`src/hdl/acd_pkg.sv`:
```
// ----------------------------------------------------------------------------
// acd_pkg: shared types and constants of the escape command decoder
// command codes, controller/datapath signal groups and the sgr code table
// ----------------------------------------------------------------------------
package acd_pkg;

    // screen command codes
    localparam logic [4:0] CMD_CHAR       = 5'd0;
    localparam logic [4:0] CMD_BELL       = 5'd1;
    localparam logic [4:0] CMD_BS         = 5'd2;
    localparam logic [4:0] CMD_TAB        = 5'd3;
    localparam logic [4:0] CMD_LF         = 5'd4;
    localparam logic [4:0] CMD_CR         = 5'd5;
    localparam logic [4:0] CMD_CLEAR      = 5'd6;
    localparam logic [4:0] CMD_SAVE       = 5'd7;
    localparam logic [4:0] CMD_RESTORE    = 5'd8;
    localparam logic [4:0] CMD_MOVE       = 5'd9;
    localparam logic [4:0] CMD_ROWREL     = 5'd10;
    localparam logic [4:0] CMD_SETPOS     = 5'd11;
    localparam logic [4:0] CMD_ED         = 5'd12;
    localparam logic [4:0] CMD_EL         = 5'd13;
    localparam logic [4:0] CMD_ATTR_RESET = 5'd14;
    localparam logic [4:0] CMD_ATTR       = 5'd15;
    localparam logic [4:0] CMD_FG         = 5'd16;
    localparam logic [4:0] CMD_BG         = 5'd17;

    // parser modes
    localparam logic [1:0] MODE_GROUND = 2'd0;
    localparam logic [1:0] MODE_ESCAPE = 2'd1;
    localparam logic [1:0] MODE_CSI    = 2'd2;
    localparam logic [1:0] MODE_OSC    = 2'd3;

    // byte codes
    localparam logic [7:0] BYTE_ESC = 8'h1B;
    localparam logic [7:0] BYTE_BEL = 8'h07;
    localparam logic [7:0] BYTE_CR  = 8'h0D;

    // results per byte
    localparam int MaxOut = 16;

    // controller to datapath commands
    typedef struct packed {
        logic accept;
        logic move;
        logic walk_step;
    } t_ctrl_cmd;

    // datapath to controller status
    typedef struct packed {
        logic res_valid;
        logic res_has;
        logic out_free;
        logic sgr_req;
        logic walk_at_end;
        logic walk_stall;
    } t_dp_stat;

    // one decoded result
    typedef struct packed {
        logic        hit;
        logic [4:0]  cmd;
        logic [16:0] a;
        logic [16:0] b;
    } t_result;

    // sgr code to command
    function automatic t_result sgr_decode(input logic [15:0] c);
        t_result r;
        r.hit = 1'b1;
        r.cmd = CMD_ATTR;
        r.a   = '0;
        r.b   = '0;
        if (c == 16'd0) begin
            r.cmd = CMD_ATTR_RESET;
        end else if (c == 16'd1) begin
            r.b = 17'd1;
        end else if (c == 16'd4) begin
            r.a = 17'd1; r.b = 17'd1;
        end else if (c == 16'd7) begin
            r.a = 17'd2; r.b = 17'd1;
        end else if (c == 16'd22) begin
            r.a = 17'd0;
        end else if (c == 16'd24) begin
            r.a = 17'd1;
        end else if (c == 16'd27) begin
            r.a = 17'd2;
        end else if (c >= 16'd30 && c <= 16'd37) begin
            r.cmd = CMD_FG; r.a = 17'(c - 16'd30);
        end else if (c == 16'd39) begin
            r.cmd = CMD_FG; r.a = 17'd255;
        end else if (c >= 16'd40 && c <= 16'd47) begin
            r.cmd = CMD_BG; r.a = 17'(c - 16'd40);
        end else if (c == 16'd49) begin
            r.cmd = CMD_BG; r.a = 17'd255;
        end else if (c >= 16'd90 && c <= 16'd97) begin
            r.cmd = CMD_FG; r.a = 17'(c - 16'd82);
        end else if (c >= 16'd100 && c <= 16'd107) begin
            r.cmd = CMD_BG; r.a = 17'(c - 16'd92);
        end else begin
            r.hit = 1'b0;
        end
        return r;
    endfunction

endpackage

```
`src/hdl/acd_intf.sv`:
```
// ----------------------------------------------------------------------------
// acd_intf: byte and command channels of the escape command decoder
// valid/ready channels with source and sink modports
// ----------------------------------------------------------------------------
interface acd_in_if;
    logic       valid;
    logic       ready;
    logic [7:0] data_byte;
    modport source (output valid, output data_byte, input ready);
    modport sink   (input valid, input data_byte, output ready);
endinterface

interface acd_out_if;
    logic               valid;
    logic               ready;
    logic [4:0]         command;
    logic signed [16:0] arg_first;
    logic signed [16:0] arg_second;
    logic               last_of_run;
    modport source (output valid, output command, output arg_first, output arg_second,
                    output last_of_run, input ready);
    modport sink   (input valid, input command, input arg_first, input arg_second,
                    input last_of_run, output ready);
endinterface

```
`src/hdl/acd_ctrl.sv`:
```
// ----------------------------------------------------------------------------
// acd_ctrl: controller of the escape command decoder
// sequences byte transfers, result moves and the sgr parameter walk
// ----------------------------------------------------------------------------
module acd_ctrl
    import acd_pkg::*;
(
    input  logic      i_clk,
    input  logic      i_rst_n,
    input  logic      i_in_valid,
    input  t_dp_stat  i_stat,
    output logic      o_in_ready,
    output t_ctrl_cmd o_cmd
);

    localparam logic S_IDLE = 1'b0;
    localparam logic S_WALK = 1'b1;

    logic r_state;
    logic n_state;

    // handshake and commands
    always_comb begin
        o_in_ready      = (r_state == S_IDLE) && !i_stat.res_valid;
        o_cmd.accept    = o_in_ready && i_in_valid;
        o_cmd.move      = i_stat.res_valid && i_stat.out_free;
        o_cmd.walk_step = (r_state == S_WALK) && !i_stat.walk_stall;
    end

    // next state
    always_comb begin
        n_state = r_state;
        unique case (r_state)
            S_IDLE: begin
                if (o_cmd.accept && i_stat.sgr_req) n_state = S_WALK;
            end
            S_WALK: begin
                if (o_cmd.walk_step && i_stat.walk_at_end) n_state = S_IDLE;
            end
            default: n_state = S_IDLE;
        endcase
    end

    always_ff @(posedge i_clk) begin
        if (!i_rst_n) r_state <= S_IDLE;
        else          r_state <= n_state;
    end

endmodule

```
`src/hdl/acd_datapath.sv`:
```
// ----------------------------------------------------------------------------
// acd_datapath: parser state, parameter store and result registers
// decodes one byte per transfer and walks stored parameters for sgr
// ----------------------------------------------------------------------------
module acd_datapath
    import acd_pkg::*;
#(
    parameter int MAX_PARAMS = 16
) (
    input  logic               i_clk,
    input  logic               i_rst_n,
    input  logic [7:0]         i_byte,
    input  t_ctrl_cmd          i_cmd,
    input  logic               i_out_ready,
    output t_dp_stat           o_stat,
    output logic               o_out_valid,
    output logic [4:0]         o_command,
    output logic signed [16:0] o_arg_first,
    output logic signed [16:0] o_arg_second,
    output logic               o_last_of_run
);

    localparam int CW = $clog2(MAX_PARAMS + 1);
    localparam int IW = $clog2(MAX_PARAMS);

    // parser state
    logic [1:0]  r_mode, n_mode;
    logic        r_priv, n_priv;
    logic        r_body, n_body;
    logic        r_frozen, n_frozen;
    logic [CW-1:0] r_count, n_count;
    logic [15:0] r_cur, n_cur;
    logic        r_pres, n_pres;
    logic [1:0]  r_pend, n_pend;
    logic [20:0] r_acc, n_acc;
    logic [1:0]  r_ulen, n_ulen;
    logic [15:0] r_p0, n_p0;
    logic [15:0] r_p1, n_p1;
    logic [15:0] r_param [MAX_PARAMS];

    // walk state
    logic [CW-1:0] r_idx, n_idx;
    logic [CW-1:0] r_wlen, n_wlen;
    logic [4:0]    r_nres, n_nres;
    logic          r_hv, n_hv;
    t_result       r_held, n_held;

    // result and output registers
    logic          r_rv, n_rv;
    t_result       r_res, n_res;
    logic          r_rlast, n_rlast;
    logic          r_ov;

    // byte decode signals
    t_result       step_res;
    logic          sgr_req;
    logic          push_en;
    logic [15:0]   push_v;
    logic [CW-1:0] eff_cnt;
    logic [15:0]   eff_p0, eff_p1, por0, por1;
    logic [19:0]   mul10;
    logic [20:0]   cont_acc;
    logic [20:0]   cp;
    logic [16:0]   unit;
    logic [7:0]    b;
    logic          is_digit, is_final;

    assign b        = i_byte;
    assign is_digit = (b >= 8'h30) && (b <= 8'h39);
    assign is_final = (b >= 8'h40) && (b <= 8'h7E);
    assign push_v   = r_pres ? r_cur : 16'd0;
    assign mul10    = {1'b0, r_cur, 3'b000} + {3'b000, r_cur, 1'b0} + {16'd0, b[3:0]};
    assign cont_acc = (b[7:6] == 2'b10) ? {r_acc[14:0], b[5:0]} : 21'd0;

    // effective parameters once this byte is folded in
    always_comb begin
        push_en = (r_mode == MODE_CSI) && !(!r_body && b == 8'h3F) && !r_frozen
                  && !is_digit && (r_count < CW'(MAX_PARAMS));
        eff_cnt = r_count + CW'(push_en);
        eff_p0  = (push_en && r_count == CW'(0)) ? push_v : r_p0;
        eff_p1  = (push_en && r_count == CW'(1)) ? push_v : r_p1;
        por0    = (eff_cnt > CW'(0) && eff_p0 != 16'd0) ? eff_p0 : 16'd1;
        por1    = (eff_cnt > CW'(1) && eff_p1 != 16'd0) ? eff_p1 : 16'd1;
    end

    // utf-8 completion value
    always_comb begin
        cp   = cont_acc;
        unit = 17'hFFFD;
        if (r_ulen == 2'd1) begin
            if (cp >= 21'h80) unit = cp[16:0];
        end else if (r_ulen == 2'd2) begin
            if (cp >= 21'h800 && (cp < 21'hD800 || cp > 21'hDFFF)) unit = cp[16:0];
        end else begin
            if (cp >= 21'h10000 && cp <= 21'h10FFFF)
                unit = 17'h0D800 + 17'((cp - 21'h10000) >> 10);
        end
    end

    // per byte parser step
    always_comb begin
        n_mode   = r_mode;
        n_priv   = r_priv;
        n_body   = r_body;
        n_frozen = r_frozen;
        n_count  = r_count;
        n_cur    = r_cur;
        n_pres   = r_pres;
        n_pend   = r_pend;
        n_acc    = r_acc;
        n_ulen   = r_ulen;
        n_p0     = r_p0;
        n_p1     = r_p1;
        step_res = '0;
        sgr_req  = 1'b0;
        unique case (r_mode)
            MODE_GROUND: begin
                if (b == BYTE_ESC) begin
                    n_mode = MODE_ESCAPE;
                end else if (b < 8'h20) begin
                    step_res.hit = 1'b1;
                    if (b == BYTE_BEL)                     step_res.cmd = CMD_BELL;
                    else if (b == 8'h08)                   step_res.cmd = CMD_BS;
                    else if (b == 8'h09)                   step_res.cmd = CMD_TAB;
                    else if (b >= 8'h0A && b <= 8'h0C)     step_res.cmd = CMD_LF;
                    else if (b == BYTE_CR)                 step_res.cmd = CMD_CR;
                    else                                   step_res.hit = 1'b0;
                end else if (b < 8'h80) begin
                    step_res.hit = 1'b1;
                    step_res.cmd = CMD_CHAR;
                    step_res.a   = {9'd0, b};
                end else if (r_pend == 2'd0) begin
                    if ((b & 8'hE0) == 8'hC0) begin
                        n_ulen = 2'd1; n_pend = 2'd1; n_acc = {16'd0, b[4:0]};
                    end else if ((b & 8'hF0) == 8'hE0) begin
                        n_ulen = 2'd2; n_pend = 2'd2; n_acc = {17'd0, b[3:0]};
                    end else if ((b & 8'hF8) == 8'hF0) begin
                        n_ulen = 2'd3; n_pend = 2'd3; n_acc = {18'd0, b[2:0]};
                    end else begin
                        step_res.hit = 1'b1;
                        step_res.cmd = CMD_CHAR;
                        step_res.a   = 17'h3F;
                    end
                end else begin
                    n_acc  = cont_acc;
                    n_pend = r_pend - 2'd1;
                    if (r_pend == 2'd1) begin
                        n_acc  = '0;
                        n_ulen = '0;
                        step_res.hit = 1'b1;
                        step_res.cmd = CMD_CHAR;
                        step_res.a   = unit;
                    end
                end
            end
            MODE_ESCAPE: begin
                n_mode = MODE_GROUND;
                if (b == 8'h5B) begin
                    n_mode = MODE_CSI;
                    n_priv = 1'b0; n_body = 1'b0; n_frozen = 1'b0;
                    n_count = '0; n_cur = '0; n_pres = 1'b0;
                end else if (b == 8'h5D) begin
                    n_mode = MODE_OSC;
                end else if (b == 8'h63) begin
                    step_res.hit = 1'b1; step_res.cmd = CMD_CLEAR;
                end else if (b == 8'h37) begin
                    step_res.hit = 1'b1; step_res.cmd = CMD_SAVE;
                end else if (b == 8'h38) begin
                    step_res.hit = 1'b1; step_res.cmd = CMD_RESTORE;
                end
            end
            MODE_CSI: begin
                if (!r_body && b == 8'h3F) begin
                    n_priv = 1'b1;
                end else begin
                    n_body = 1'b1;
                    if (!r_frozen) begin
                        if (is_digit) begin
                            n_cur  = (mul10 > 20'd65535) ? 16'hFFFF : mul10[15:0];
                            n_pres = 1'b1;
                        end else begin
                            n_count = eff_cnt;
                            n_p0    = eff_p0;
                            n_p1    = eff_p1;
                            n_cur   = '0;
                            n_pres  = 1'b0;
                            if (b != 8'h3B) n_frozen = 1'b1;
                        end
                    end
                    if (is_final) begin
                        if (!r_priv) begin
                            step_res.hit = 1'b1;
                            case (b)
                                8'h41: begin
                                    step_res.cmd = CMD_MOVE;
                                    step_res.a   = 17'd0 - {1'b0, por0};
                                end
                                8'h42: begin
                                    step_res.cmd = CMD_MOVE; step_res.a = {1'b0, por0};
                                end
                                8'h43: begin
                                    step_res.cmd = CMD_MOVE; step_res.b = {1'b0, por0};
                                end
                                8'h44: begin
                                    step_res.cmd = CMD_MOVE;
                                    step_res.b   = 17'd0 - {1'b0, por0};
                                end
                                8'h45: begin
                                    step_res.cmd = CMD_ROWREL; step_res.a = {1'b0, por0};
                                end
                                8'h46: begin
                                    step_res.cmd = CMD_ROWREL;
                                    step_res.a   = 17'd0 - {1'b0, por0};
                                end
                                8'h47: begin
                                    step_res.cmd = CMD_ROWREL;
                                    step_res.b   = {1'b0, por0 - 16'd1};
                                end
                                8'h48, 8'h66: begin
                                    step_res.cmd = CMD_SETPOS;
                                    step_res.a   = {1'b0, por0 - 16'd1};
                                    step_res.b   = {1'b0, por1 - 16'd1};
                                end
                                8'h4A: begin
                                    step_res.cmd = CMD_ED;
                                    step_res.a = (eff_cnt > CW'(0)) ? {1'b0, eff_p0} : 17'd0;
                                end
                                8'h4B: begin
                                    step_res.cmd = CMD_EL;
                                    step_res.a = (eff_cnt > CW'(0)) ? {1'b0, eff_p0} : 17'd0;
                                end
                                8'h73: step_res.cmd = CMD_SAVE;
                                8'h75: step_res.cmd = CMD_RESTORE;
                                8'h6D: begin
                                    step_res.hit = 1'b0;
                                    sgr_req      = 1'b1;
                                end
                                default: step_res.hit = 1'b0;
                            endcase
                        end
                        n_mode = MODE_GROUND;
                        n_priv = 1'b0; n_body = 1'b0; n_frozen = 1'b0;
                        n_count = '0; n_cur = '0; n_pres = 1'b0;
                    end
                end
            end
            default: begin
                if (b == BYTE_BEL)      n_mode = MODE_GROUND;
                else if (b == BYTE_ESC) n_mode = MODE_ESCAPE;
            end
        endcase
    end

    // sgr walk and result staging
    t_result walk_res;
    logic    walk_take;
    logic    res_free;

    assign walk_res  = sgr_decode(r_param[r_idx[IW-1:0]]);
    assign res_free  = !r_rv || i_cmd.move;
    assign walk_take = walk_res.hit && (r_nres < 5'(MaxOut));

    always_comb begin
        n_idx   = r_idx;
        n_wlen  = r_wlen;
        n_nres  = r_nres;
        n_hv    = r_hv;
        n_held  = r_held;
        n_rv    = r_rv && !i_cmd.move;
        n_res   = r_res;
        n_rlast = r_rlast;
        if (i_cmd.accept) begin
            if (step_res.hit) begin
                n_rv = 1'b1; n_res = step_res; n_rlast = 1'b1;
            end
            if (sgr_req) begin
                n_idx = '0; n_wlen = eff_cnt; n_nres = '0; n_hv = 1'b0;
            end
        end else if (i_cmd.walk_step) begin
            if (r_idx == r_wlen) begin
                if (r_hv) begin
                    n_rv = 1'b1; n_res = r_held; n_rlast = 1'b1; n_hv = 1'b0;
                end
            end else begin
                n_idx = r_idx + CW'(1);
                if (walk_take) begin
                    n_nres = r_nres + 5'd1;
                    if (r_hv) begin
                        n_rv = 1'b1; n_res = r_held; n_rlast = 1'b0;
                    end
                    n_held = walk_res;
                    n_hv   = 1'b1;
                end
            end
        end
    end

    // status toward the controller
    always_comb begin
        o_stat.res_valid   = r_rv;
        o_stat.res_has     = step_res.hit;
        o_stat.out_free    = !r_ov || i_out_ready;
        o_stat.sgr_req     = sgr_req;
        o_stat.walk_at_end = (r_idx == r_wlen);
        o_stat.walk_stall  = r_hv && !res_free && ((r_idx == r_wlen) || walk_take);
    end

    // control registers
    always_ff @(posedge i_clk) begin
        if (!i_rst_n) begin
            r_mode <= MODE_GROUND; r_priv <= 1'b0; r_body <= 1'b0; r_frozen <= 1'b0;
            r_count <= '0; r_cur <= '0; r_pres <= 1'b0;
            r_pend <= '0; r_acc <= '0; r_ulen <= '0;
            r_idx <= '0; r_wlen <= '0; r_nres <= '0; r_hv <= 1'b0;
            r_rv <= 1'b0; r_ov <= 1'b0;
        end else begin
            if (i_cmd.accept) begin
                r_mode <= n_mode; r_priv <= n_priv; r_body <= n_body;
                r_frozen <= n_frozen; r_count <= n_count; r_cur <= n_cur;
                r_pres <= n_pres; r_pend <= n_pend; r_acc <= n_acc; r_ulen <= n_ulen;
            end
            r_idx <= n_idx; r_wlen <= n_wlen; r_nres <= n_nres; r_hv <= n_hv;
            r_rv  <= n_rv;
            if (i_cmd.move)       r_ov <= 1'b1;
            else if (i_out_ready) r_ov <= 1'b0;
        end
    end

    // payload registers and parameter store
    always_ff @(posedge i_clk) begin
        if (i_cmd.accept) begin
            r_p0 <= n_p0;
            r_p1 <= n_p1;
            if (push_en) r_param[r_count[IW-1:0]] <= push_v;
        end
        r_held  <= n_held;
        r_res   <= n_res;
        r_rlast <= n_rlast;
        if (i_cmd.move) begin
            o_command     <= r_res.cmd;
            o_arg_first   <= r_res.a;
            o_arg_second  <= r_res.b;
            o_last_of_run <= r_rlast;
        end
    end

    assign o_out_valid = r_ov;

endmodule

```
`src/hdl/ansi_escape_command_decoder_unit.sv`:
```
// ----------------------------------------------------------------------------
// ansi_escape_command_decoder_unit: terminal byte to screen command decoder
// parses ground, escape, csi and osc bytes with utf-8 decoding
// ----------------------------------------------------------------------------
// One byte is taken per transfer. A byte that gives one command holds the
// input off until that command moves from the staging register to the output
// register; a byte that gives no command does not hold it off. An sgr final byte
// ('m') walks the stored parameters through one store read a cycle while the
// output side does not stall.
// Results pass through a staging register and an output register, so a new
// byte can be taken while a command still waits on the output.
module ansi_escape_command_decoder_unit
    import acd_pkg::*;
#(
    parameter int MAX_PARAMS = 16
) (
    input  logic         i_clk,
    input  logic         i_rst_n,
    acd_in_if.sink       i_in,
    acd_out_if.source    o_out
);

    t_ctrl_cmd cmd;
    t_dp_stat  stat;

    // controller
    acd_ctrl u_ctrl (
        .i_clk      (i_clk),
        .i_rst_n    (i_rst_n),
        .i_in_valid (i_in.valid),
        .i_stat     (stat),
        .o_in_ready (i_in.ready),
        .o_cmd      (cmd)
    );

    // datapath
    acd_datapath #(.MAX_PARAMS(MAX_PARAMS)) u_dp (
        .i_clk         (i_clk),
        .i_rst_n       (i_rst_n),
        .i_byte        (i_in.data_byte),
        .i_cmd         (cmd),
        .i_out_ready   (o_out.ready),
        .o_stat        (stat),
        .o_out_valid   (o_out.valid),
        .o_command     (o_out.command),
        .o_arg_first   (o_out.arg_first),
        .o_arg_second  (o_out.arg_second),
        .o_last_of_run (o_out.last_of_run)
    );

    // a moved result shows on the output next cycle
    a_move_out: assert property (@(posedge i_clk) disable iff (!i_rst_n)
        cmd.move |=> o_out.valid) else $error("moved result not on output");

    // a decoded byte result is staged next cycle
    a_stage: assert property (@(posedge i_clk) disable iff (!i_rst_n)
        cmd.accept && stat.res_has |=> stat.res_valid) else $error("result not staged");

    // no byte transfer while the walk runs
    a_no_accept_walk: assert property (@(posedge i_clk) disable iff (!i_rst_n)
        cmd.walk_step |-> !cmd.accept) else $error("transfer during walk");

endmodule
```
`src/flat_wrapper.sv`:
```
// flat-port wrapper written by rule: the top's interface ports become plain ports
module ansi_escape_command_decoder_unit_flat import acd_pkg::*;
#(
    parameter int MAX_PARAMS = 16
)
  (i_clk, i_rst_n, i_in_valid, i_in_data_byte, i_in_ready, o_out_valid, o_out_command, o_out_arg_first, o_out_arg_second, o_out_last_of_run, o_out_ready);
  acd_in_if i_in_i ();
  acd_out_if o_out_i ();
  input  logic i_clk;
  input  logic i_rst_n;
  input wire logic [$bits(i_in_i.valid)-1:0] i_in_valid;
  input wire logic [$bits(i_in_i.data_byte)-1:0] i_in_data_byte;
  output wire logic [$bits(i_in_i.ready)-1:0] i_in_ready;
  output wire logic [$bits(o_out_i.valid)-1:0] o_out_valid;
  output wire logic [$bits(o_out_i.command)-1:0] o_out_command;
  output wire logic [$bits(o_out_i.arg_first)-1:0] o_out_arg_first;
  output wire logic [$bits(o_out_i.arg_second)-1:0] o_out_arg_second;
  output wire logic [$bits(o_out_i.last_of_run)-1:0] o_out_last_of_run;
  input wire logic [$bits(o_out_i.ready)-1:0] o_out_ready;
  assign i_in_i.valid = i_in_valid;
  assign i_in_i.data_byte = i_in_data_byte;
  assign i_in_ready = i_in_i.ready;
  assign o_out_valid = o_out_i.valid;
  assign o_out_command = o_out_i.command;
  assign o_out_arg_first = o_out_i.arg_first;
  assign o_out_arg_second = o_out_i.arg_second;
  assign o_out_last_of_run = o_out_i.last_of_run;
  assign o_out_i.ready = o_out_ready;
  ansi_escape_command_decoder_unit #(.MAX_PARAMS(MAX_PARAMS)) u_core (.i_clk(i_clk), .i_rst_n(i_rst_n), .i_in(i_in_i), .o_out(o_out_i));
endmodule
```
`config.mk`:
```
export PLATFORM = sky130hd
export DESIGN_NAME = ansi_escape_command_decoder_unit_flat
export DESIGN_NICKNAME = d
export VERILOG_FILES = /design/src/hdl/acd_pkg.sv /design/src/hdl/acd_intf.sv /design/src/hdl/acd_ctrl.sv /design/src/hdl/acd_datapath.sv /design/src/hdl/ansi_escape_command_decoder_unit.sv /design/src/flat_wrapper.sv
export SDC_FILE = /design/constraint.sdc
export NUM_CORES = 1
export LEC_CHECK = 0
export BUFFER_PORTS_ARGS = -buffer_cell sky130_fd_sc_hd__buf_2
export CAP_MARGIN = 15
export CORE_ASPECT_RATIO = 0.5
export CORE_MARGIN = 8
export CORE_UTILIZATION = 40
export DETAILED_ROUTE_END_ITERATION = 12
export MAX_ROUTING_LAYER = met4
export PLACE_DENSITY_LB_ADDON = 0.08
export SLEW_MARGIN = 30
export SYNTH_ARGS = -nofsm -noshare
export SYNTH_HDL_FRONTEND = slang
export SYNTH_SLANG_ARGS = --single-unit
```
`constraint.sdc`:
```
create_clock -name i_clk -period 5.9 [get_ports i_clk]
set_input_delay 0.295 -clock i_clk [delete_from_list [all_inputs] [get_ports i_clk]]
set_output_delay 0.295 -clock i_clk [all_outputs]
set_load 0.1 [all_outputs]
```
Word-level counts from Yosys, hierarchy flattened
Memories as Yosys holds them, arrays and structs flattened. A register that Yosys moved wholly into a read port is not among the register bits.
Cells that the tools add are included.

cells by class
  bitwise operators = 9
  reductions and logical operators = 78
  equality and inequality tests = 57
  mux-type cells = 168
  $lt $le $gt $ge = 27
  add/sub/neg operators = 15

operators with widths
  operator               count
  $mux 40                9
  $mux 16                12
  $mux 17                11
  $mux 23                8
  $eq 8x7->1 const B     17
  $pmux 17 s4            2
  $mux 22                6
  $mux 15                5
  $mux 6                 11
  $mux 5                 13
  $mux 1                 59
  $eq 16x5->1 const B    3
  $mux 34                1
  $pmux 17 s2            1
  $sub 16x7->17 const B  2
  $eq 16x3->1 const B    2
  $eq 16x6->1 const B    2
  $ge 16x7->1 const B    2
  $le 16x6->1 const B    2
  $le 16x7->1 const B    2
  $pmux 16 s2            1
  $reduce_bool 16->1     2
  $sub 16x1->16 const B  2
  $logic_and 1x1->1      28
  75 further kinds       151

word-level totals
  register bits = 218
  word-level logic and storage cells = 391
  bits in writable memories = 256
  memories kept = 1

memory list
  name                 words  bits a word  read ports  clocked after memory_dff  write ports  RTL line            RTL
  u_core.u_dp.r_param  16     16           1           1                         1            acd_datapath.sv:39  logic [15:0] r_param [MAX_PARAMS];

Longest topological paths before layout
Gate-level depths: netlist of run 1.

  depth after elaboration = 24
  gate-level depth with buffers = 24
  mapped depth without buffers = 19

Modules after synthesis
A second synthesis of run 1 with hierarchy kept.

unflattened totals
  cell total of the unflattened synthesis = 1974
  area total of the unflattened synthesis = 23063.4 um^2

by module, submodules not included
  module        sequential area each (um^2)  area each (um^2)  instances  cells each
  acd_datapath  13042.5                      22997.1           1          1965
  acd_ctrl      20.0                         66.3              1          9

Least setup slack after synthesis of run 1
OpenSTA, ideal clock, no wires.

  path type = register -> register
  start = register with a tool-made name
  end = register u_core.u_dp.r_res[0] (netlist name) (enable)
  required time = 5501 ps
  setup time = 399 ps
  clock period less this slack = 5268 ps
  slack = 632 ps
  data arrival time = 4869 ps
  cell stages (with the launch flop) = 17
  path through = dfxtp_1 -> buf_6 -> buf_6 -> buf_4 -> buf_4 -> mux4_2 -> mux2_2 -> o21ai_0 -> inv_1 -> ha_1 -> nor3b_1 -> o32ai_1 -> a31oi_1 -> a21oi_4 -> o31ai_4 -> a21oi_1 -> o22a_1

RTL lines
  item                  RTL line             RTL
  to (signal assigned)  acd_datapath.sv:337  r_res <= n_res;
  to (decl)             acd_datapath.sv:50   t_result r_res, n_res;

==> results.json, run 1 <==
{
  "numCtsBuffers": 44,
  "hold_end": "u_core.u_dp.r_frozen$_SDFFE_PN0P_",
  "layout_commonest_cell": "edfxtp_1",
  "slew_viol_final": 0,
  "hp-start": "i_rst_n",
  "yosysWarnings": 0,
  "layout_common_cells": "389 x edfxtp_1, 203 x nand2_1, 173 x nor2_1, 135 x a21oi_1, 107 x o21ai_0",
  "critical_path.top_delay_family": "compound AO/OA/AOI/OAI gates",
  "synth_flop_cell": "edfxtp_1",
  "min_path_cells": 2,
  "ant_nets": 0,
  "rsz0062_at_grt": "false",
  "post_route_cells_drive_above_1_share_pct": 14.3,
  "holdBufCountCts": 0,
  "core_um2": 55900,
  "peakVddDrop_uv": 197,
  "status": "finished clean",
  "nFillCells": 5217,
  "synth-seq-cells": 458,
  "cp.required_ps": 6100,
  "design_area_um2": 25600,
  "fin_crit_sh_pct": 88.3,
  "synth.cell_area_um2": 22800,
  "path_max_fanout": 40,
  "final_cells": 2820,
  "min_path_type": "in2reg",
  "areaGrowthSynthToFinish_pct": 12.2,
  "rows": 61,
  "synth_nets": 2048,
  "cap_violations": 0,
  "min_period_ps": 5210,
  "end_kind": "flop",
  "portBuffers": 53,
  "regToRegSetupSlack_ps": 690,
  "grt_pass1_vias": 15600,
  "cpMaxStageDelayCell": "dfxtp_4",
  "max-slew-margin-rel_pct": 31.4,
  "die_h_um": 185,
  "firstDrtPassIters": 5,
  "dpl-instance-area_um2": 24100,
  "root_buffer": "clkbuf_16",
  "setup_tns_ps": 0,
  "synth.avg_cell_area_um2": 11.5,
  "overflow": 0,
  "cts_sinks": 458,
  "io_pins": 54,
  "cpMostUsedCell": "inv_1",
  "max_freq_ghz": 0.192,
  "clkTransAtPathRegs_ps": 70,
  "synth-edff-count": 389,
  "grt_max_degree": 42,
  "wl_per_cell_um": 24.0,
  "synth_async_sr_flop_share_pct": 0,
  "cpPeakStageDelay_ps": 870,
  "clock_skew_ps": 15.3,
  "startpoint_type": "flop",
  "finalHoldViolations": 0,
  "setup_viol": 0,
  "total_power_mw": 6.73,
  "nets": 2093,
  "route.detailed.drc": 0,
  "clk-insertion-delay-late_ps": 580,
  "cts.htree.levels": 2,
  "grt_antenna_before_repair": 1,
  "place.gp.congestion": 0.956,
  "reg2reg_depth": 13,
  "die_w_um": 354,
  "clock_path_buffers": 3,
  "worst_slew_pin_slew_ps": 1030,
  "grt_usage_pct": 20.7,
  "drt-initial-drc-count": 1609,
  "dieArea_um2": 65300,
  "placed_cells": 2738,
  "cts_resized": 0,
  "start_util_pct": 40.7,
  "crit_buf_inv": 3,
  "vias": 16400,
  "synth_cell_types": 93,
  "cp_cell_sequence": "mux4_2 -> mux2_2 -> o21ai_0 -> buf_4 -> inv_1 -> ha_1 -> nor3b_1 -> o32ai_1 -> a31oi_1 -> a21oi_4 -> o31ai_4 -> or2_1 -> inv_1",
  "reg2reg_to": "u_core.u_dp.r_held[31]$_SDFFCE_PP0P_",
  "crit_arrival_ps": 5410,
  "cts_tree": "done",
  "post_cts_buffers": 0,
  "crit_type": "reg2reg",
  "via_per_inst": 5.81,
  "postSynthCellCount": 1983,
  "ys_seq_area_share_pct": 57.3,
  "dpl.hpwl_mm": 47.2,
  "wl_mm": 67.6,
  "p_per_area_nw_per_um2": 263,
  "grt_pass1_wl_mm": 101,
  "p_leak_nw": 9.13
}
-- logic make-up (layout without fill, tap and decap cells) --
family,after synthesis,count (layout),share of synthesized area [%]
muxes,97,97,6.91
other,0,1,0
AOI/OAI and AO/OA,482,482,13.8
DFF,458,458,57.3
buffers and inverters,164,244,2.98
xor gates and xnor gates,41,41,1.58
adders and majority gates,53,53,2.98
and+or+nand+nor,688,688,14.4
-- power breakdown --
group	total, mW	internal (mW)	switching [mW]
combinational	0.266	0.0547	0.211
clock	2.94	1.66	1.28
sequential	3.52	3.50	0.0142
total	6.73	5.22	1.51
-- Yosys cell counts (12+ instances only) --
cell	n	share of area [%]
a211oi_1	19	0.63
a21oi_1	135	3.0
a22oi_1	18	0.59
a31oi_1	25	0.69
and2_1	20	0.55
buf_2	12	0.26
clkbuf_1	81	1.3
dfxtp_1	69	6.1
edfxtp_1	389	51
ha_1	51	2.8
inv_1	52	0.86
mux2_2	12	0.59
mux2i_1	37	1.6
mux4_2	47	4.6
nand2_1	203	3.3
nand2b_1	23	0.63
nand3_1	54	1.2
nand4_1	12	0.33
nor2_1	186	3.1
nor2b_1	21	0.58
nor3_1	57	1.3
nor4_1	30	0.82
o211ai_1	18	0.59
o21a_1	15	0.49
o21ai_0	107	2.4
o221ai_1	14	0.54
o22ai_1	12	0.33
or3_1	17	0.47
or4_1	13	0.43
xnor2_1	23	0.88
xor2_1	18	0.69
-- per-layer routing --
layer | global-route usage, % | vias up | wire length (um)
met5 | - | - | 0
met4 | 3.90 | 0 | 1110
met1 | 30.6 | 8169 | 33200
met3 | 2.55 | 80 | 3890
met2 | 30.5 | 504 | 29300
li1 | - | 7638 | -
-- final cells by class --
cell class                      instances  area (um2)  area share, %
Antenna cell                            1        2.50        0.00979
Clock inverter                         26         313           1.22
Sequential cell                       458       13100           51.1
Timing Repair Buffer                  109         738           2.89
Clock buffer                           55        1170           4.59
Tap cell                              756         946           3.70
Multi-Input combinational cell       1361        9130           35.7
Inverter                               54         203          0.793
-- worst max path at each step --
stage	to	depth (start not counted)	slack, ps	start
finish	u_core.u_dp.r_held[31]$_SDFFCE_PP0P_	13	690	flop
CTS	u_core.u_dp.r_res[6]$_SDFFCE_PP0P_	13	500	flop
global placement	u_core.u_dp.r_res[5]$_SDFFCE_PP0P_	13	580	flop
floorplan	u_core.u_dp.r_res[0]$_DFFE_PP_	16	630	flop
global route	u_core.u_dp.r_held[31]$_SDFFCE_PP0P_	13	280	flop
detailed placement	u_core.u_dp.r_res[5]$_SDFFCE_PP0P_	13	530	flop
-- worst reg2reg max path: stages, from the launching register on --
cell     delay (ps)
dfxtp_4         870
mux4_2          590
mux2_2          270
o21ai_0         320
buf_4           240
inv_1           110
ha_1            300
nor3b_1         190
o32ai_1         380
a31oi_1         190
a21oi_4         280
o31ai_4         150
or2_1           320
inv_1           610
-- per-stage QoR --
stage / hold slack [ps] / utilization [%] / worst slack [ps]
after floorplan: 400 / - / 632
after global placement: 401 / 42.9 / 578
after detailed placement: 405 / 43.0 / 534
after CTS: 97.2 / 45.7 / 496
after global routing: 109 / 45.7 / 282
final: 125 / 45.7 / 693
-- state kept, by name (all words and copies together), names as in the netlist, 2 cells and up, named ones only --
signal                    cells
u_core.u_dp.r_param         256
u_core.u_dp.r_res            39
u_core.u_dp.r_held           21
u_core.u_dp.o_arg_first      17
u_core.u_dp.o_arg_second     17
u_core.u_dp.r_cur            16
u_core.u_dp.r_p0             16
u_core.u_dp.r_p1             16
u_core.u_dp.r_acc            15
u_core.u_dp.o_command         5
u_core.u_dp.r_count           5
u_core.u_dp.r_idx             5
u_core.u_dp.r_nres            5
u_core.u_dp.r_wlen            5
u_core.u_dp.r_mode            2
u_core.u_dp.r_pend            2
u_core.u_dp.r_ulen            2
(Power assumes the default switching activity.)
==> inputs of run 2 (changes only) <==
SYNTH_HIERARCHICAL = 1   (was not set)
==> results.json, run 2 <==
{
  "io_pins": 54,
  "ant_nets": 0,
  "design_area_um2": 26100,
  "cap_violations": 0,
  "cpMostUsedCell": "ha_1",
  "grt_antenna_before_repair": 0,
  "clk-insertion-delay-late_ps": 590,
  "grt_pass1_wl_mm": 107,
  "crit_type": "reg2reg",
  "route.detailed.drc": 0,
  "cts_resized": 0,
  "layout_commonest_cell": "edfxtp_1",
  "p_leak_nw": 9.30,
  "wl_mm": 71.0,
  "die_w_um": 356,
  "portBuffers": 53,
  "finalHoldViolations": 0,
  "synth.cell_area_um2": 23100,
  "nets": 2120,
  "firstDrtPassIters": 6,
  "areaGrowthSynthToFinish_pct": 13.1,
  "post_route_cells_drive_above_1_share_pct": 15.0,
  "clkTransAtPathRegs_ps": 70,
  "status": "finished clean",
  "synth_common_cells": "389 x edfxtp_1, 184 x nand2_1, 155 x nor2_1",
  "startpoint_type": "flop",
  "rsz0062_at_grt": "false",
  "place.gp.congestion": 0.913,
  "synth.avg_cell_area_um2": 11.7,
  "dpl.hpwl_mm": 50.2,
  "ys_seq_area_share_pct": 56.6,
  "largest_register_ffs": 256,
  "grt_pass1_vias": 16500,
  "post_cts_buffers": 0,
  "synth_async_sr_flop_share_pct": 0,
  "yosysMostFrequentCell": "edfxtp_1",
  "vias": 16900,
  "layout_common_cells": "389 x edfxtp_1, 184 x nand2_1, 136 x nor2_1, 124 x o21ai_0, 80 x a21oi_1",
  "via_per_inst": 5.93,
  "max_freq_ghz": 0.181,
  "yosysTopAreaCell": "edfxtp_1",
  "synth-seq-cells": 458,
  "min_period_ps": 5520,
  "grt_usage_pct": 21.7,
  "root_buffer": "clkbuf_16",
  "clock_path_buffers": 3,
  "cts_sinks": 458,
  "fin_crit_sh_pct": 93.6,
  "synth.area.top_cells": "edfxtp_1 51%, dfxtp_1 6.0%, mux4_2 4.9%",
  "clock_skew_ps": 18.6,
  "cp.required_ps": 6200,
  "synth_flop_cell": "edfxtp_1",
  "synth_top_area_share_pct": 50.6,
  "cts_tree": "done",
  "drt-initial-drc-count": 1834,
  "rows": 62,
  "die_h_um": 186,
  "min_path_type": "in2reg",
  "setup_viol": 0,
  "setup_tns_ps": 0,
  "cp_cell_sequence": "inv_1 -> ha_1 -> nor2b_4 -> nand2_1 -> nor2_1 -> ha_1 -> ha_1 -> nand3_1 -> xnor2_1 -> and3_1 -> nand2b_1 -> nand3_1 -> nor2_1 -> ha_1 -> inv_1 -> a22o_1 -> a41o_1 -> a32oi_1 -> nor2_1 -> a221oi_1 -> o21ai_0",
  "synth_nets": 2042,
  "wl_per_cell_um": 24.8,
  "postSynthCellCount": 1974,
  "cpPeakStageDelay_ps": 400,
  "cpMaxStageDelayCell": "ha_1",
  "numCtsBuffers": 45,
  "path_max_fanout": 9,
  "overflow": 0,
  "synth_cell_types": 90,
  "crit_arrival_ps": 5820,
  "worst_slew_pin_slew_ps": 991,
  "cts.htree.levels": 2,
  "synth-edff-count": 389,
  "holdBufCountCts": 0,
  "max-slew-margin-rel_pct": 33.7,
  "dpl-instance-area_um2": 24600,
  "core_um2": 57200,
  "slew_viol_final": 0,
  "p_per_area_nw_per_um2": 261,
  "start_util_pct": 40.3,
  "peakVddDrop_uv": 200,
  "yosysWarnings": 6,
  "dieArea_um2": 66100,
  "end_kind": "flop",
  "grt_max_degree": 52
}
[run 2: stage by stage]
step / setup slack (ps) / util [%] / instances / hold slack [ps] / total power, mW
3_3_place_gp: 329 / 43.0 / 2773 / 402 / 4.00
2_1_floorplan: 360 / - / 1974 / 400 / 3.91
4_1_cts: 242 / 45.6 / 2856 / 43.6 / 6.88
6_report: 379 / 45.6 / 2857 / 50.5 / 6.80
3_5_place_dp: 229 / 43.0 / 2773 / 405 / 4.00
5_1_grt: 38.7 / 45.6 / 2856 / 51.0 / 7.01
[run 2: final timing paths]
| kind | slack (ps) | endpoint | cells after the start | from |
|---|---|---|---|---|
| max | 380 | u_core/u_dp/r_res[23]$_DFFE_PP_ | 21 | u_core/u_dp/r_mode[0]$_SDFFE_PN0P_ |
| min | 50 | u_core/u_ctrl/r_state$_SDFF_PN0_ | 3 | i_in_valid |
| max reg2reg | 380 | u_core/u_dp/r_res[23]$_DFFE_PP_ | 21 | u_core/u_dp/r_mode[0]$_SDFFE_PN0P_ |
| min reg2reg | 410 | u_core/u_dp/o_arg_second[0]$_DFFE_PP_ | 0 | u_core/u_dp/r_res[0]$_DFFE_PP_ |
[run 2: worst max-delay path: cells and delay by family (launching register included)]
| kind | cells | cell delay, ps |
|---|---|---|
| flip-flops | 1 | 330 |
| AO/OA/AOI/OAI | 5 | 1340 |
| AND/OR/NAND/NOR | 9 | 1790 |
| buffers and inverters | 2 | 320 |
| XOR/XNOR | 1 | 190 |
| adder cells (fa/ha/maj) | 4 | 1250 |
[run 2: report_power, final]
part / switching (mW) / internal (mW) / leakage, nW
clock: 1.30 / 1.57 / 0.711
combinational: 0.313 / 0.0649 / 4.12
sequential: 0.0162 / 3.53 / 4.47
total: 1.63 / 5.17 / 9.30
[run 2: logic make-up after synthesis]
kind of cell / count (synthesis) / share of synthesized area [%]
simple gates: 660 / 14.0
compound gates: 472 / 13.7
flops: 458 / 56.6
buf+inv: 167 / 2.90
mux: 125 / 8.21
fa+ha+maj: 57 / 3.15
xor+xnor: 35 / 1.33
[run 2: area by class of cell]
cell class	count	area [um2]
Multi-Input combinational cell	1349	9420
Clock buffer	55	1210
Clock inverter	28	260
Fill cell	5264	31100
Inverter	66	248
Sequential cell	458	13100
Tap cell	768	961
Antenna cell	1	2.50
Timing Repair Buffer	132	908
[run 2: routing by layer]
layer | part of all wire, % | vias up | GRT usage (%)
met5 | 0 | - | -
met2 | 43 | 642 | 31.9
met3 | 6.5 | 96 | 3.50
met4 | 1.8 | 0 | 3.96
li1 | - | 7749 | -
met1 | 49 | 8444 | 31.9
==> inputs of run 3 (changes only) <==
--- a/config.mk
+++ b/config.mk
@@ -14,3 +14,3 @@
 export MAX_ROUTING_LAYER = met4
-export PLACE_DENSITY_LB_ADDON = 0.08
+export PLACE_DENSITY = 0.52
 export SLEW_MARGIN = 30
--- a/constraint.sdc
+++ b/constraint.sdc
@@ -3,2 +3,2 @@
 set_output_delay 0.295 -clock i_clk [all_outputs]
-set_load 0.1 [all_outputs]
+set_load 0.005 [all_outputs]
==> results.json, run 3 (same netlist as run 2, synthesis figures left out) <==
{
  "grt_pass1_vias": 16400,
  "finalHoldViolations": 0,
  "ant_nets": 0,
  "path_max_fanout": 9,
  "rows": 62,
  "grt_max_degree": 52,
  "crit_type": "reg2reg",
  "areaGrowthSynthToFinish_pct": 12.6,
  "r2r_start": "u_core/u_dp/r_mode[0]$_SDFFE_PN0P_",
  "io_pins": 54,
  "wl_per_cell_um": 24.2,
  "drt-initial-drc-count": 1880,
  "cap_violations": 0,
  "cp_cell_sequence": "inv_1 -> ha_1 -> nor2b_2 -> nand2_1 -> nor2_1 -> ha_1 -> ha_1 -> nand3_1 -> xnor2_1 -> and3_1 -> nand2b_1 -> nand3_1 -> nor2_1 -> ha_1 -> inv_1 -> a22o_1 -> a41o_1 -> a32oi_1 -> nor2_1 -> a221oi_1 -> o21ai_0",
  "place.gp.congestion": 0.965,
  "numCtsBuffers": 44,
  "cpMaxStageDelayCell": "ha_1",
  "overflow": 0,
  "grt_usage_pct": 20.9,
  "hp-start": "o_out_ready",
  "slew_viol_final": 0,
  "post_route_cells_drive_above_1_share_pct": 14.6,
  "firstDrtPassIters": 7,
  "end_kind": "flop",
  "cp.required_ps": 6210,
  "min_period_ps": 5600,
  "portBuffers": 53,
  "setup_viol": 0,
  "clock_path_buffers": 3,
  "cts_sinks": 458,
  "nets": 2118,
  "via_per_inst": 5.89,
  "root_buffer": "clkbuf_16",
  "die_h_um": 186,
  "die_w_um": 356,
  "post-place-ws_ps": 226,
  "route.detailed.drc": 0,
  "min_path_type": "in2reg",
  "cpPeakStageDelay_ps": 410,
  "cts.htree.levels": 2,
  "wl_mm": 68.9,
  "worst_slew_pin_slew_ps": 961,
  "start_util_pct": 40.3,
  "vias": 16800,
  "largest_register_ffs": 256,
  "cts_tree": "done",
  "setup_tns_ps": 0,
  "clkTransAtPathRegs_ps": 70,
  "fin_ws_ps": 295,
  "grt_antenna_before_repair": 2,
  "fin_crit_sh_pct": 95.0,
  "rsz0062_at_grt": "false",
  "startpoint": "u_core/u_dp/r_mode[0]$_SDFFE_PN0P_",
  "clk-insertion-delay-late_ps": 580,
  "crit_arrival_ps": 5910,
  "max-slew-margin-rel_pct": 35.7,
  "cpMostUsedCell": "ha_1",
  "layout_common_cells": "389 x edfxtp_1, 184 x nand2_1, 136 x nor2_1, 124 x o21ai_0, 80 x a21oi_1",
  "nFillCells": 5261,
  "core_um2": 57200,
  "p_per_area_nw_per_um2": 249,
  "dpl.hpwl_mm": 48.5,
  "crit_buf_inv": 2,
  "grt_pass1_wl_mm": 103,
  "max_freq_ghz": 0.178,
  "status": "finished clean",
  "startpoint_type": "flop",
  "p_leak_nw": 9.24,
  "dieArea_um2": 66100,
  "layout_commonest_cell": "edfxtp_1",
  "critical_path.top_delay_family": "simple AND/OR/NAND/NOR gates",
  "peakVddDrop_uv": 185,
  "clock_skew_ps": 24.1
}
[run 3: cell types whose count changed in the layout (fill, tap and decap cells not counted), sizes merged]
cell | previous run | this run
buf | 132 | 129
dlygate4sd3 | 0 | 1
clkinv | 19 | 16
clkbuf | 55 | 60
inv | 71 | 68
bufinv | 2 | 1
[run 3: report_power, final]
group | total, mW | switching, mW | internal, mW
clock | 2.71 | 1.24 | 1.47
combinational | 0.211 | 0.142 | 0.0683
sequential | 3.55 | 0.0189 | 3.53
total | 6.48 | 1.40 | 5.08
[run 3: layout make-up]
| type | instances | area, um2 | share of cell area (%) |
|---|---|---|---|
| tap | 768 | 961 | 3.70 |
| clock buffer | 59 | 1190 | 4.58 |
| clock inverter | 21 | 171 | 0.660 |
| inverter | 66 | 248 | 0.954 |
| timing repair buffer | 131 | 896 | 3.45 |
| multi-input combinational | 1349 | 9430 | 36.3 |
| sequential | 458 | 13100 | 50.3 |
| antenna | 1 | 2.50 | 0.00964 |
[run 3: worst register-to-register path: cells and delay by family, from the launching register on]
| family | cells | cell delay, ps |
|---|---|---|
| flip-flops | 1 | 330 |
| XOR/XNOR | 1 | 210 |
| adder cells (fa/ha/maj) | 4 | 1240 |
| AO/OA/AOI/OAI | 5 | 1320 |
| AND/OR/NAND/NOR | 9 | 1910 |
| buffers and inverters | 2 | 330 |
[run 3: per-layer routing]
metal / GRT usage (%) / share of wire [%] / vias up
met4: 5.10 / 2.2 / 0
met5: - / 0 / -
li1: - / - / 7739
met1: 28.9 / 46 / 8342
met3: 4.18 / 7.4 / 122
met2: 31.8 / 44 / 604
[run 3: worst paths after layout]
check | end | slack (ps) | cells after the start
setup reg to reg | u_core/u_dp/r_res[23]$_DFFE_PP_ | 300 | 21
setup / recovery | u_core/u_dp/r_res[23]$_DFFE_PP_ | 300 | 21
hold reg to reg | u_core/u_dp/o_arg_first[10]$_DFFE_PP_ | 420 | 0
hold / removal | u_core/u_dp/o_out_valid$_SDFFE_PN0P_ | 50 | 3
[run 3: what timing repair did]
item,CTS,global route
endpoints found under the hold margin,1,0
gates resized for setup,0,4
setup buffers,0,1
hold buffers,1,0
setup endpoints to repair,0,71
[run 3: stage by stage]
stage	power [mW]	hold slack, ps	util [%]	area [um2]	cells
finish	6.48	53.1	45.4	26000	2853
global route	6.69	40.8	45.4	26000	2852
CTS	6.56	16.7	45.3	25900	2851
detailed placement	3.83	405	42.9	24500	2770
global placement	3.83	404	42.9	24500	2770
floorplan	3.73	400	-	23100	1974
